==> src/hdl/tqe_pkg.sv <==
// Package: types and constants of the timer queue engine.
package tqe_pkg;

   localparam int NUM_TIMERS_DEF = 16;
   localparam int RESULT_CAP     = 16;
   localparam int RES_IDX_W      = $clog2(RESULT_CAP);
   localparam int RES_CNT_W      = $clog2(RESULT_CAP + 1);

   typedef enum logic [1:0] {
      OP_ADD    = 2'd0,
      OP_REMOVE = 2'd1,
      OP_TICK   = 2'd2,
      OP_DONE   = 2'd3
   } op_type;

   typedef enum logic [1:0] {
      STS_OK        = 2'd0,
      STS_FULL      = 2'd1,
      STS_NOT_FOUND = 2'd2
   } status_type;

   typedef enum logic [2:0] {
      S_IDLE,
      S_SEARCH,
      S_APPLY,
      S_SELECT,
      S_SUMMARY,
      S_EMIT
   } state_type;

   typedef struct packed {
      op_type      op;
      logic [31:0] interval_ms;
      logic [31:0] target_id;
      logic        repeat_req;
   } item_type;

endpackage

==> src/hdl/timer_queue_engine_top.sv <==
// Timer queue engine: a table of NUM_TIMERS software timers and a ms counter. Items queue
// in a two-deep front buffer. The timer table has one read port, so every lookup is a
// scan of all NUM_TIMERS slots. An add runs the summary scan only; remove and done run a
// search scan and then the summary scan; a tick that finds nothing due runs one empty
// selection scan and the summary scan; a tick that reports k due timers (k below 16) runs
// one selection scan per reported timer, a final empty scan and the summary scan for
// time_left. A tick that reports 16 skips the empty scan. Results leave one per cycle
// through an output register while the result side does not stall.
module timer_queue_engine_top #(
   parameter int NUM_TIMERS = tqe_pkg::NUM_TIMERS_DEF
) (
   input  logic        clock,
   input  logic        reset,
   input  logic        req_valid,
   output logic        req_stall,
   input  logic [1:0]  req_opcode,
   input  logic [31:0] req_interval_ms,
   input  logic [31:0] req_timer_id,
   input  logic        req_repeat_req,
   output logic        rsp_valid,
   input  logic        rsp_stall,
   output logic [1:0]  rsp_status,
   output logic [31:0] rsp_result_id,
   output logic        rsp_expired,
   output logic        rsp_any_armed,
   output logic [31:0] rsp_time_left,
   output logic        rsp_last
);

   logic              q_valid;
   logic              q_pop;
   tqe_pkg::item_type q_item;

   tqe_front u_front (
      .clock           (clock),
      .reset           (reset),
      .req_valid       (req_valid),
      .req_stall       (req_stall),
      .req_opcode      (req_opcode),
      .req_interval_ms (req_interval_ms),
      .req_timer_id    (req_timer_id),
      .req_repeat_req  (req_repeat_req),
      .q_valid         (q_valid),
      .q_item          (q_item),
      .q_pop           (q_pop)
   );

   tqe_engine #(.NUM_TIMERS(NUM_TIMERS)) u_engine (
      .clock         (clock),
      .reset         (reset),
      .q_valid       (q_valid),
      .q_item        (q_item),
      .q_pop         (q_pop),
      .rsp_valid     (rsp_valid),
      .rsp_stall     (rsp_stall),
      .rsp_status    (rsp_status),
      .rsp_result_id (rsp_result_id),
      .rsp_expired   (rsp_expired),
      .rsp_any_armed (rsp_any_armed),
      .rsp_time_left (rsp_time_left),
      .rsp_last      (rsp_last)
   );

endmodule

==> src/hdl/tqe_front.sv <==
// Front end: accepts items, decodes the opcode and queues them for the engine.
module tqe_front (
   input  logic              clock,
   input  logic              reset,
   input  logic              req_valid,
   output logic              req_stall,
   input  logic [1:0]        req_opcode,
   input  logic [31:0]       req_interval_ms,
   input  logic [31:0]       req_timer_id,
   input  logic              req_repeat_req,
   output logic              q_valid,
   output tqe_pkg::item_type q_item,
   input  logic              q_pop
);

   tqe_pkg::item_type q_mem_ff [2];
   logic       wr_ptr_ff, wr_ptr_in;
   logic       rd_ptr_ff, rd_ptr_in;
   logic [1:0] count_ff, count_in;
   logic       push;
   tqe_pkg::item_type new_item;

   assign req_stall = (count_ff == 2'd2);
   assign push      = req_valid && !req_stall;
   assign q_valid   = (count_ff != 2'd0);
   assign q_item    = q_mem_ff[rd_ptr_ff];

   always_comb begin
      new_item.op          = tqe_pkg::op_type'(req_opcode);
      new_item.interval_ms = req_interval_ms;
      new_item.target_id   = req_timer_id;
      new_item.repeat_req  = req_repeat_req;
   end

   always_comb begin
      wr_ptr_in = wr_ptr_ff ^ push;
      rd_ptr_in = rd_ptr_ff ^ q_pop;
      count_in  = count_ff + {1'b0, push} - {1'b0, q_pop};
   end

   always_ff @(posedge clock) begin
      if (reset) begin
         wr_ptr_ff <= 1'b0;
         rd_ptr_ff <= 1'b0;
         count_ff  <= 2'd0;
      end else begin
         wr_ptr_ff <= wr_ptr_in;
         rd_ptr_ff <= rd_ptr_in;
         count_ff  <= count_in;
      end
   end

   always_ff @(posedge clock) begin
      if (push) begin
         q_mem_ff[wr_ptr_ff] <= new_item;
      end
   end

endmodule

==> src/hdl/tqe_engine.sv <==
// Back end: timer table, scan sequencer, result buffer and output register.
module tqe_engine #(
   parameter int NUM_TIMERS = tqe_pkg::NUM_TIMERS_DEF
) (
   input  logic              clock,
   input  logic              reset,
   input  logic              q_valid,
   input  tqe_pkg::item_type q_item,
   output logic              q_pop,
   output logic              rsp_valid,
   input  logic              rsp_stall,
   output logic [1:0]        rsp_status,
   output logic [31:0]       rsp_result_id,
   output logic              rsp_expired,
   output logic              rsp_any_armed,
   output logic [31:0]       rsp_time_left,
   output logic              rsp_last
);

   localparam int IDX_W = (NUM_TIMERS > 1) ? $clog2(NUM_TIMERS) : 1;
   localparam int CNT_W = $clog2(NUM_TIMERS + 1);
   localparam int RCW   = tqe_pkg::RES_CNT_W;
   localparam int RIW   = tqe_pkg::RES_IDX_W;

   tqe_pkg::state_type state_ff, state_in;
   tqe_pkg::op_type    op_ff, op_in;
   logic [31:0] tid_ff, tid_in;
   logic        rep_ff, rep_in;
   logic [NUM_TIMERS-1:0] used_ff, used_in, armed_ff, armed_in;
   logic [47:0] now_ff, now_in;
   logic [31:0] idc_ff, idc_in;
   logic [CNT_W-1:0] scan_cnt_ff, scan_cnt_in;
   logic        rdv_ff, rdv_in;
   logic [IDX_W-1:0] rd_slot_ff, rd_idx;
   logic [31:0] rd_id_ff, rd_per_ff;
   logic [47:0] rd_dl_ff;
   logic        found_ff, found_in;
   logic [IDX_W-1:0] fslot_ff, fslot_in;
   logic [47:0] fdl_ff, fdl_in;
   logic [31:0] fid_ff, fid_in, fper_ff, fper_in;
   logic [RCW-1:0] res_cnt_ff, res_cnt_in, emit_cnt_ff, emit_cnt_in, emit_next;
   tqe_pkg::status_type res_sts_ff, res_sts_in;
   logic        res_exp_ff, res_exp_in;
   logic        any_ff, any_in;
   logic [31:0] left_ff, left_in;
   logic        rsp_valid_ff, rsp_valid_in;
   logic [1:0]  rsp_status_ff, rsp_status_in;
   logic [31:0] rsp_id_ff, rsp_id_in, rsp_left_ff, rsp_left_in;
   logic        rsp_exp_ff, rsp_exp_in, rsp_any_ff, rsp_any_in, rsp_last_ff, rsp_last_in;

   // timer table, one write and one registered read port
   logic [31:0] ident_mem [NUM_TIMERS];
   logic [47:0] dl_mem    [NUM_TIMERS];
   logic [31:0] per_mem   [NUM_TIMERS];
   logic        id_we, dl_we;
   logic [IDX_W-1:0] wr_idx;
   logic [31:0] wr_id, wr_per;
   logic [47:0] wr_dl;

   logic [31:0] res_buf_ff [tqe_pkg::RESULT_CAP];
   logic        buf_we;
   logic [RIW-1:0] buf_idx;
   logic [31:0] buf_data;

   logic        scanning, issue, scan_done, out_free, sel_stop;
   logic        free_any;
   logic [IDX_W-1:0] free_idx;
   logic        rd_used, rd_armed, srch_match, sel_better, sum_better;
   logic [47:0] diff;

   assign scanning  = (state_ff == tqe_pkg::S_SEARCH) || (state_ff == tqe_pkg::S_SELECT) ||
                      (state_ff == tqe_pkg::S_SUMMARY);
   assign issue     = scanning && (scan_cnt_ff != CNT_W'(NUM_TIMERS));
   assign rd_idx    = scan_cnt_ff[IDX_W-1:0];
   assign scan_done = (scan_cnt_ff == CNT_W'(NUM_TIMERS)) && !rdv_ff;
   assign out_free  = !rsp_valid_ff || !rsp_stall;
   assign sel_stop  = found_ff && (res_cnt_ff == RCW'(tqe_pkg::RESULT_CAP - 1));
   assign emit_next = emit_cnt_ff + RCW'(1);
   assign rd_used   = used_ff[rd_slot_ff];
   assign rd_armed  = armed_ff[rd_slot_ff];
   assign diff      = fdl_ff - now_ff;

   assign srch_match = rd_used && (rd_id_ff == tid_ff) &&
                       ((op_ff != tqe_pkg::OP_DONE) || !rd_armed);
   assign sel_better = rd_used && rd_armed && (rd_dl_ff <= now_ff) &&
                       (!found_ff || (rd_dl_ff < fdl_ff) ||
                        ((rd_dl_ff == fdl_ff) && (rd_id_ff < fid_ff)));
   assign sum_better = rd_used && rd_armed && (!found_ff || (rd_dl_ff < fdl_ff));

   // lowest free slot
   always_comb begin
      free_any = 1'b0;
      free_idx = '0;
      for (int i = NUM_TIMERS - 1; i >= 0; i--) begin
         if (!used_ff[i]) begin
            free_any = 1'b1;
            free_idx = IDX_W'(i);
         end
      end
   end

   // next state
   always_comb begin
      state_in = state_ff;
      unique case (state_ff)
         tqe_pkg::S_IDLE: begin
            if (q_valid) begin
               unique case (q_item.op)
                  tqe_pkg::OP_ADD:                    state_in = tqe_pkg::S_SUMMARY;
                  tqe_pkg::OP_REMOVE, tqe_pkg::OP_DONE: state_in = tqe_pkg::S_SEARCH;
                  tqe_pkg::OP_TICK:                   state_in = tqe_pkg::S_SELECT;
                  default:                            state_in = tqe_pkg::S_IDLE;
               endcase
            end
         end
         tqe_pkg::S_SEARCH: if (scan_done) state_in = tqe_pkg::S_APPLY;
         tqe_pkg::S_APPLY:  state_in = tqe_pkg::S_SUMMARY;
         tqe_pkg::S_SELECT: begin
            if (scan_done && (!found_ff || sel_stop)) state_in = tqe_pkg::S_SUMMARY;
         end
         tqe_pkg::S_SUMMARY: if (scan_done) state_in = tqe_pkg::S_EMIT;
         tqe_pkg::S_EMIT: begin
            if (out_free && (emit_next == res_cnt_ff)) state_in = tqe_pkg::S_IDLE;
         end
         default: state_in = tqe_pkg::S_IDLE;
      endcase
   end

   // datapath and outputs
   always_comb begin
      q_pop       = 1'b0;
      op_in       = op_ff;
      tid_in      = tid_ff;
      rep_in      = rep_ff;
      used_in     = used_ff;
      armed_in    = armed_ff;
      now_in      = now_ff;
      idc_in      = idc_ff;
      scan_cnt_in = issue ? scan_cnt_ff + CNT_W'(1) : scan_cnt_ff;
      rdv_in      = issue;
      found_in    = found_ff;
      fslot_in    = fslot_ff;
      fdl_in      = fdl_ff;
      fid_in      = fid_ff;
      fper_in     = fper_ff;
      res_cnt_in  = res_cnt_ff;
      emit_cnt_in = emit_cnt_ff;
      res_sts_in  = res_sts_ff;
      res_exp_in  = res_exp_ff;
      any_in      = any_ff;
      left_in     = left_ff;
      id_we       = 1'b0;
      dl_we       = 1'b0;
      wr_idx      = free_idx;
      wr_id       = idc_ff + 32'd1;
      wr_per      = q_item.interval_ms;
      wr_dl       = now_ff + {16'd0, q_item.interval_ms};
      buf_we      = 1'b0;
      buf_idx     = '0;
      buf_data    = '0;
      rsp_valid_in  = rsp_valid_ff && rsp_stall;
      rsp_status_in = rsp_status_ff;
      rsp_id_in     = rsp_id_ff;
      rsp_exp_in    = rsp_exp_ff;
      rsp_any_in    = rsp_any_ff;
      rsp_left_in   = rsp_left_ff;
      rsp_last_in   = rsp_last_ff;

      unique case (state_ff)
         tqe_pkg::S_IDLE: begin
            scan_cnt_in = '0;
            found_in    = 1'b0;
            res_exp_in  = 1'b0;
            res_sts_in  = tqe_pkg::STS_OK;
            res_cnt_in  = '0;
            if (q_valid) begin
               q_pop  = 1'b1;
               op_in  = q_item.op;
               tid_in = q_item.target_id;
               rep_in = q_item.repeat_req;
               if (q_item.op == tqe_pkg::OP_ADD) begin
                  res_cnt_in = RCW'(1);
                  buf_we     = 1'b1;
                  if (free_any) begin
                     id_we              = 1'b1;
                     dl_we              = 1'b1;
                     used_in[free_idx]  = 1'b1;
                     armed_in[free_idx] = 1'b1;
                     idc_in             = idc_ff + 32'd1;
                     buf_data           = idc_ff + 32'd1;
                  end else begin
                     res_sts_in = tqe_pkg::STS_FULL;
                  end
               end else if (q_item.op == tqe_pkg::OP_TICK) begin
                  now_in = now_ff + 48'd1;
               end
            end
         end
         tqe_pkg::S_SEARCH: begin
            if (rdv_ff && srch_match && !found_ff) begin
               found_in = 1'b1;
               fslot_in = rd_slot_ff;
               fper_in  = rd_per_ff;
            end
         end
         tqe_pkg::S_APPLY: begin
            res_cnt_in  = RCW'(1);
            buf_we      = 1'b1;
            scan_cnt_in = '0;
            found_in    = 1'b0;
            if (!found_ff) begin
               res_sts_in = tqe_pkg::STS_NOT_FOUND;
            end else if (op_ff == tqe_pkg::OP_REMOVE) begin
               used_in[fslot_ff]  = 1'b0;
               armed_in[fslot_ff] = 1'b0;
            end else if (rep_ff) begin
               armed_in[fslot_ff] = 1'b1;
               dl_we  = 1'b1;
               wr_idx = fslot_ff;
               wr_dl  = now_ff + {16'd0, fper_ff};
            end else begin
               used_in[fslot_ff] = 1'b0;
            end
         end
         tqe_pkg::S_SELECT: begin
            if (rdv_ff && sel_better) begin
               found_in = 1'b1;
               fslot_in = rd_slot_ff;
               fdl_in   = rd_dl_ff;
               fid_in   = rd_id_ff;
            end
            if (scan_done) begin
               scan_cnt_in = '0;
               found_in    = 1'b0;
               buf_we      = 1'b1;
               buf_idx     = res_cnt_ff[RIW-1:0];
               if (found_ff) begin
                  armed_in[fslot_ff] = 1'b0;
                  buf_data   = fid_ff;
                  res_cnt_in = res_cnt_ff + RCW'(1);
                  res_exp_in = 1'b1;
               end else if (res_cnt_ff == '0) begin
                  res_cnt_in = RCW'(1);
               end else begin
                  buf_we = 1'b0;
               end
            end
         end
         tqe_pkg::S_SUMMARY: begin
            if (rdv_ff && sum_better) begin
               found_in = 1'b1;
               fdl_in   = rd_dl_ff;
            end
            if (scan_done) begin
               emit_cnt_in = '0;
               any_in      = found_ff;
               if (found_ff && (fdl_ff > now_ff)) begin
                  left_in = (diff[47:32] != 16'd0) ? 32'hFFFF_FFFF : diff[31:0];
               end else begin
                  left_in = '0;
               end
            end
         end
         tqe_pkg::S_EMIT: begin
            if (out_free) begin
               rsp_valid_in  = 1'b1;
               rsp_status_in = res_sts_ff;
               rsp_id_in     = res_buf_ff[emit_cnt_ff[RIW-1:0]];
               rsp_exp_in    = res_exp_ff;
               rsp_any_in    = any_ff;
               rsp_left_in   = left_ff;
               rsp_last_in   = (emit_next == res_cnt_ff);
               emit_cnt_in   = emit_next;
            end
         end
         default: ;
      endcase
   end

   always_ff @(posedge clock) begin
      if (reset) begin
         state_ff     <= tqe_pkg::S_IDLE;
         used_ff      <= '0;
         armed_ff     <= '0;
         now_ff       <= '0;
         idc_ff       <= '0;
         scan_cnt_ff  <= '0;
         rdv_ff       <= 1'b0;
         found_ff     <= 1'b0;
         res_cnt_ff   <= '0;
         emit_cnt_ff  <= '0;
         rsp_valid_ff <= 1'b0;
      end else begin
         state_ff     <= state_in;
         used_ff      <= used_in;
         armed_ff     <= armed_in;
         now_ff       <= now_in;
         idc_ff       <= idc_in;
         scan_cnt_ff  <= scan_cnt_in;
         rdv_ff       <= rdv_in;
         found_ff     <= found_in;
         res_cnt_ff   <= res_cnt_in;
         emit_cnt_ff  <= emit_cnt_in;
         rsp_valid_ff <= rsp_valid_in;
      end
   end

   always_ff @(posedge clock) begin
      op_ff         <= op_in;
      tid_ff        <= tid_in;
      rep_ff        <= rep_in;
      fslot_ff      <= fslot_in;
      fdl_ff        <= fdl_in;
      fid_ff        <= fid_in;
      fper_ff       <= fper_in;
      res_sts_ff    <= res_sts_in;
      res_exp_ff    <= res_exp_in;
      any_ff        <= any_in;
      left_ff       <= left_in;
      rsp_status_ff <= rsp_status_in;
      rsp_id_ff     <= rsp_id_in;
      rsp_exp_ff    <= rsp_exp_in;
      rsp_any_ff    <= rsp_any_in;
      rsp_left_ff   <= rsp_left_in;
      rsp_last_ff   <= rsp_last_in;
   end

   always_ff @(posedge clock) begin
      if (id_we) begin
         ident_mem[wr_idx] <= wr_id;
         per_mem[wr_idx]   <= wr_per;
      end
      if (dl_we) begin
         dl_mem[wr_idx] <= wr_dl;
      end
      rd_slot_ff <= rd_idx;
      rd_id_ff   <= ident_mem[rd_idx];
      rd_dl_ff   <= dl_mem[rd_idx];
      rd_per_ff  <= per_mem[rd_idx];
   end

   always_ff @(posedge clock) begin
      if (buf_we) begin
         res_buf_ff[buf_idx] <= buf_data;
      end
   end

   assign rsp_valid     = rsp_valid_ff;
   assign rsp_status    = rsp_status_ff;
   assign rsp_result_id = rsp_id_ff;
   assign rsp_expired   = rsp_exp_ff;
   assign rsp_any_armed = rsp_any_ff;
   assign rsp_time_left = rsp_left_ff;
   assign rsp_last      = rsp_last_ff;

endmodule

==> config.mk <==
export PLATFORM = sky130hd
export DESIGN_NAME = timer_queue_engine_top
export DESIGN_NICKNAME = d
export VERILOG_FILES = /design/src/hdl/tqe_pkg.sv /design/src/hdl/timer_queue_engine_top.sv /design/src/hdl/tqe_front.sv /design/src/hdl/tqe_engine.sv
export SDC_FILE = /design/constraint.sdc
export NUM_CORES = 2
export LEC_CHECK = 0
export ABC_AREA = 1
export BUFFER_PORTS_ARGS = -buffer_cell sky130_fd_sc_hd__buf_2
export CAP_MARGIN = 20
export CELL_PAD_IN_SITES_DETAIL_PLACEMENT = 2
export CELL_PAD_IN_SITES_GLOBAL_PLACEMENT = 2
export CORE_ASPECT_RATIO = 0.9
export CORE_MARGIN = 5
export CORE_UTILIZATION = 30
export DETAILED_ROUTE_END_ITERATION = 16
export PLACE_DENSITY_LB_ADDON = 0.1
export SYNTH_ARGS = -nofsm -noshare
export SYNTH_HDL_FRONTEND = slang
export SYNTH_SLANG_ARGS = --single-unit
==> constraint.sdc <==
create_clock -name clock -period 7.1 [get_ports clock]
set_input_delay 0 -clock clock [delete_from_list [all_inputs] [get_ports clock]]
set_output_delay 0 -clock clock [all_outputs]
set_load 0.02 [all_outputs]
==> run summary <==
Post-CTS Setup Bufs - 0
Post-Route Utilization - 0.351
Antenna Nets Post-Route - 0
Netlist cell types - 62
max cap viols - 0
sequential area share after synthesis - 0.691
max-slew violations - 0
Arr. time, crit path - 6.38 ns
count leader, synth - edfxtp_1
Setup TNS Final - 0 ns
GRT Residual Overflow - 0
drc violations - 0
met3 routed WL - 19900 microns
status - complete, no violations
syn_area_per_cell - 11.6 sq um
Worst Hold Class - primary input to flop
hpwl dp - 303000 microns
initial DRC count - 6774
Total Routing Usage GR - 0.215
clk sinks - 2947
# nets final - 11.4k
CTS root buffer - clkbuf_16
Clock power frac - 0.350
Reg-to-Reg Start - u_front.rd_ptr_ff$_SDFF_PP0_
crit path from - u_front.rd_ptr_ff$_SDFF_PP0_
Crit. End Element - flop
post-CTS resize count - 0
number of global-route vias before repair - 94.7k
I/O pins - 142
Clock Skew - 0.0652 ns
H-tree lvl count - 5
cell area after synthesis - 124000 sq um
unrepaired setup endpoints after global routing - no
max layer used - met5
reg2reg setup slack - 1.20 ns
# hold bufs at CTS - 139
startpoint types - flop
Rel. slew slack - 0.184
list of most frequent post-synthesis cells - edfxtp_1 (2694), nor2_1 (1602), nand2_1 (1556), o21ai_0 (1302), inv_1 (574)
layout overhead on the synthesized area - 16.7%
routability cong. - 0.847
final setup violation count - 0
post-DR wirelength/cell - 28.1 microns
Critical Path End - u_engine.dl_mem[14][28]$_DFFE_PP_
top post-synthesis cells by area - edfxtp_1 (65%), o21ai_0 (5.2%), nor2_1 (4.8%)
Net Count, Synth - 11.1k
Synth area leader - edfxtp_1
Reg clk slew, reported paths - 0.06 ns
Port Buf Inserts - 141
row count - 224
Int Power - 0.0331 W
CTS Buf Count - 337
worst path required time - 7.58 ns
Gate Count Post-Synth - 10.7k
routed wire length - 475000 microns
Synth top area share - 0.650
worst skew pair latency - 0.98 ns
Max Freq - 0.169 GHz
Final Hold Fails - 0
clock buffer depth - 4
first-pass GRT wire length - 682000 microns
kind of critical path - flop to flop
Post-synth top flop - edfxtp_1
Tmin final - 5.90 ns
TritonRoute pass-1 iters - 8
switching share of total power - 0.326
initial core utilization - 0.301
Yosys warning count - 0
Pleak - 48.8 nW
area occupied by multi-input gates - 34800 sq um
Sequential Power Share - 0.443
worst reg2reg path endpoint - u_engine.dl_mem[14][28]$_DFFE_PP_
Core Area - 413000 sq um
Die Area - 428000 sq um
Met1 Wirelength - 233000 microns
EDFF count, synth - 2694
share of layout cells above drive strength 1 - 0.0884
sw power - 0.0160 W
Final Cycle Share - 0.831
metal2 WL - 214000 microns
routed vias - 88.4k
DIE HEIGHT - 621 microns
worst reg2reg path depth - 16
PwrDens - 338 nW/um^2
combinational fraction of design power - 0.207
Vias per Instance - 5.23
#FFs+latches synth - 2947
pin count of the biggest net entering global routing - 173
CTS tree - built
filler instances - 43.1k
initial antenna violation count - 61
worst-path fanout max - 57
fraction of registers with async set/reset - 0
Slew @ Worst Pin - 1.22 ns
die width - 689 microns
overall power - 0.0491 W
maximum VDD drop - 227 uV
Register Area - 86000 sq um
[placed cells by master (no fill, tap or decap), drive strengths merged, types with 13 or more instances in the layout]
cell / Yosys / layout
edfxtp: 2694 / 2694
nor2: 1619 / 1619
nand2: 1564 / 1564
o21ai: 1313 / 1313
inv: 592 / 606
o22ai: 466 / 466
clkbuf: 466 / 454
buf: 60 / 376
a21oi: 372 / 372
dfxtp: 253 / 253
ha: 251 / 251
nand3: 235 / 235
nand4: 191 / 191
dlygate4sd3: 0 / 139
clkinv: 3 / 128
mux2i: 90 / 90
o221ai: 89 / 89
xor2: 82 / 82
nor3: 80 / 80
o211ai: 47 / 47
nor4: 46 / 46
xnor2: 44 / 44
a31oi: 34 / 34
o32ai: 33 / 33
bufinv: 0 / 20
a21o: 19 / 19
o21bai: 18 / 18
diode: 0 / 16
or2: 15 / 15
o21a: 13 / 13
[cell type report]
| class | instances | area share |
|---|---|---|
| sequential | 2947 | 0.592 |
| multi-input combinational | 6663 | 0.239 |
| clock buffer | 451 | 0.0623 |
| tap | 5537 | 0.0477 |
| timing repair buffer | 518 | 0.0318 |
| inverter | 595 | 0.0156 |
| clock inverter | 165 | 0.0112 |
| antenna | 16 | 0.000276 |
[layer usage]
layer / global-route usage / vias to the layer above
met1: 0.324 / 46756
met4: 0.0430 / 2
li1: - / 39351
met2: 0.338 / 1767
met5: 0 / -
met3: 0.0199 / 506
[sequential cells by signal (all words and copies together), names as in the netlist, 4 cells and up]
register and count:
u_engine.dl_mem 768, u_engine.ident_mem 512, u_engine.per_mem 512, u_engine.res_buf_ff 512, u_front.q_mem_ff 134, u_engine.fdl_ff 48
u_engine.now_ff 48, u_engine.rd_dl_ff 48, u_engine.fid_ff 32, u_engine.fper_ff 32, u_engine.idc_ff 32, u_engine.left_ff 32
u_engine.rd_id_ff 32, u_engine.rd_per_ff 32, u_engine.rsp_result_id 32, u_engine.rsp_time_left 32, u_engine.tid_ff 32, u_engine.armed_ff 16
u_engine.used_ff 16, u_engine.emit_cnt_ff 5, u_engine.res_cnt_ff 5, u_engine.scan_cnt_ff 5, u_engine.fslot_ff 4, u_engine.rd_slot_ff 4
[how the worst min path moves through the flow]
stage                     start                           endpoint  depth (start not counted)
2_1_floorplan    req_repeat_req   u_front.q_mem_ff[0][0]$_DFFE_PP_                          0
3_3_place_gp   req_timer_id[12]  u_front.q_mem_ff[1][13]$_DFFE_PP_                          1
3_5_place_dp   req_timer_id[13]  u_front.q_mem_ff[1][14]$_DFFE_PP_                          1
4_1_cts                   reset   u_engine.now_ff[39]$_SDFFE_PP0P_                          3
5_1_grt                   reset   u_engine.now_ff[39]$_SDFFE_PP0P_                          3
6_report                  reset   u_engine.now_ff[39]$_SDFFE_PP0P_                          3
[power groups by stage]
stage	Sequential, W	Combinational [W]	Clock [W]
final	0.0218	0.0102	0.0172
after global routing	0.0218	0.0112	0.0184
after CTS	0.0218	0.0103	0.0177
after detailed placement	0.0221	0.0101	0
after global placement	0.0221	0.00969	0
after floorplan	0.0215	0.00599	0
[kinds of logic after synthesis]
logic type,synth area share
buffers and inverters,0.0344
xor gates and xnor gates,0.00887
AOI/OAI and AO/OA,0.109
adders and majority gates,0.0257
muxes,0.00724
and+or+nand+nor,0.124
DFF,0.691
[stage by stage]
step | std cells | setup slack, ns | instance area (sq um) | hold WS [ns]
6_report | 16892 | 1.20 | 145000 | 0.177
3_3_place_gp | 16086 | 1.31 | 133000 | 0.188
3_5_place_dp | 16096 | 1.20 | 133000 | 0.192
4_1_cts | 16851 | 1.13 | 145000 | 0.0971
5_1_grt | 16878 | 0.797 | 145000 | 0.143
2_1_floorplan | 10731 | 0.732 | 124000 | 0.0989
[critical path, stage by stage, from the launching register on]
cell and delay, ns:
dfxtp_4 0.58, buf_4 0.85, nand2_1 0.11, nand2_1 0.47, ha_1 0.38, inv_1 0.09, fa_1 0.45, inv_1 0.15
a21oi_1 0.11, o21ai_0 0.62, a21oi_1 0.26, o21ai_0 0.44, nand2_1 0.09, nand2_1 0.12, a21oi_1 0.07, o21ai_0 0.11
nand2_1 0.45
(Power assumes the default switching activity.)
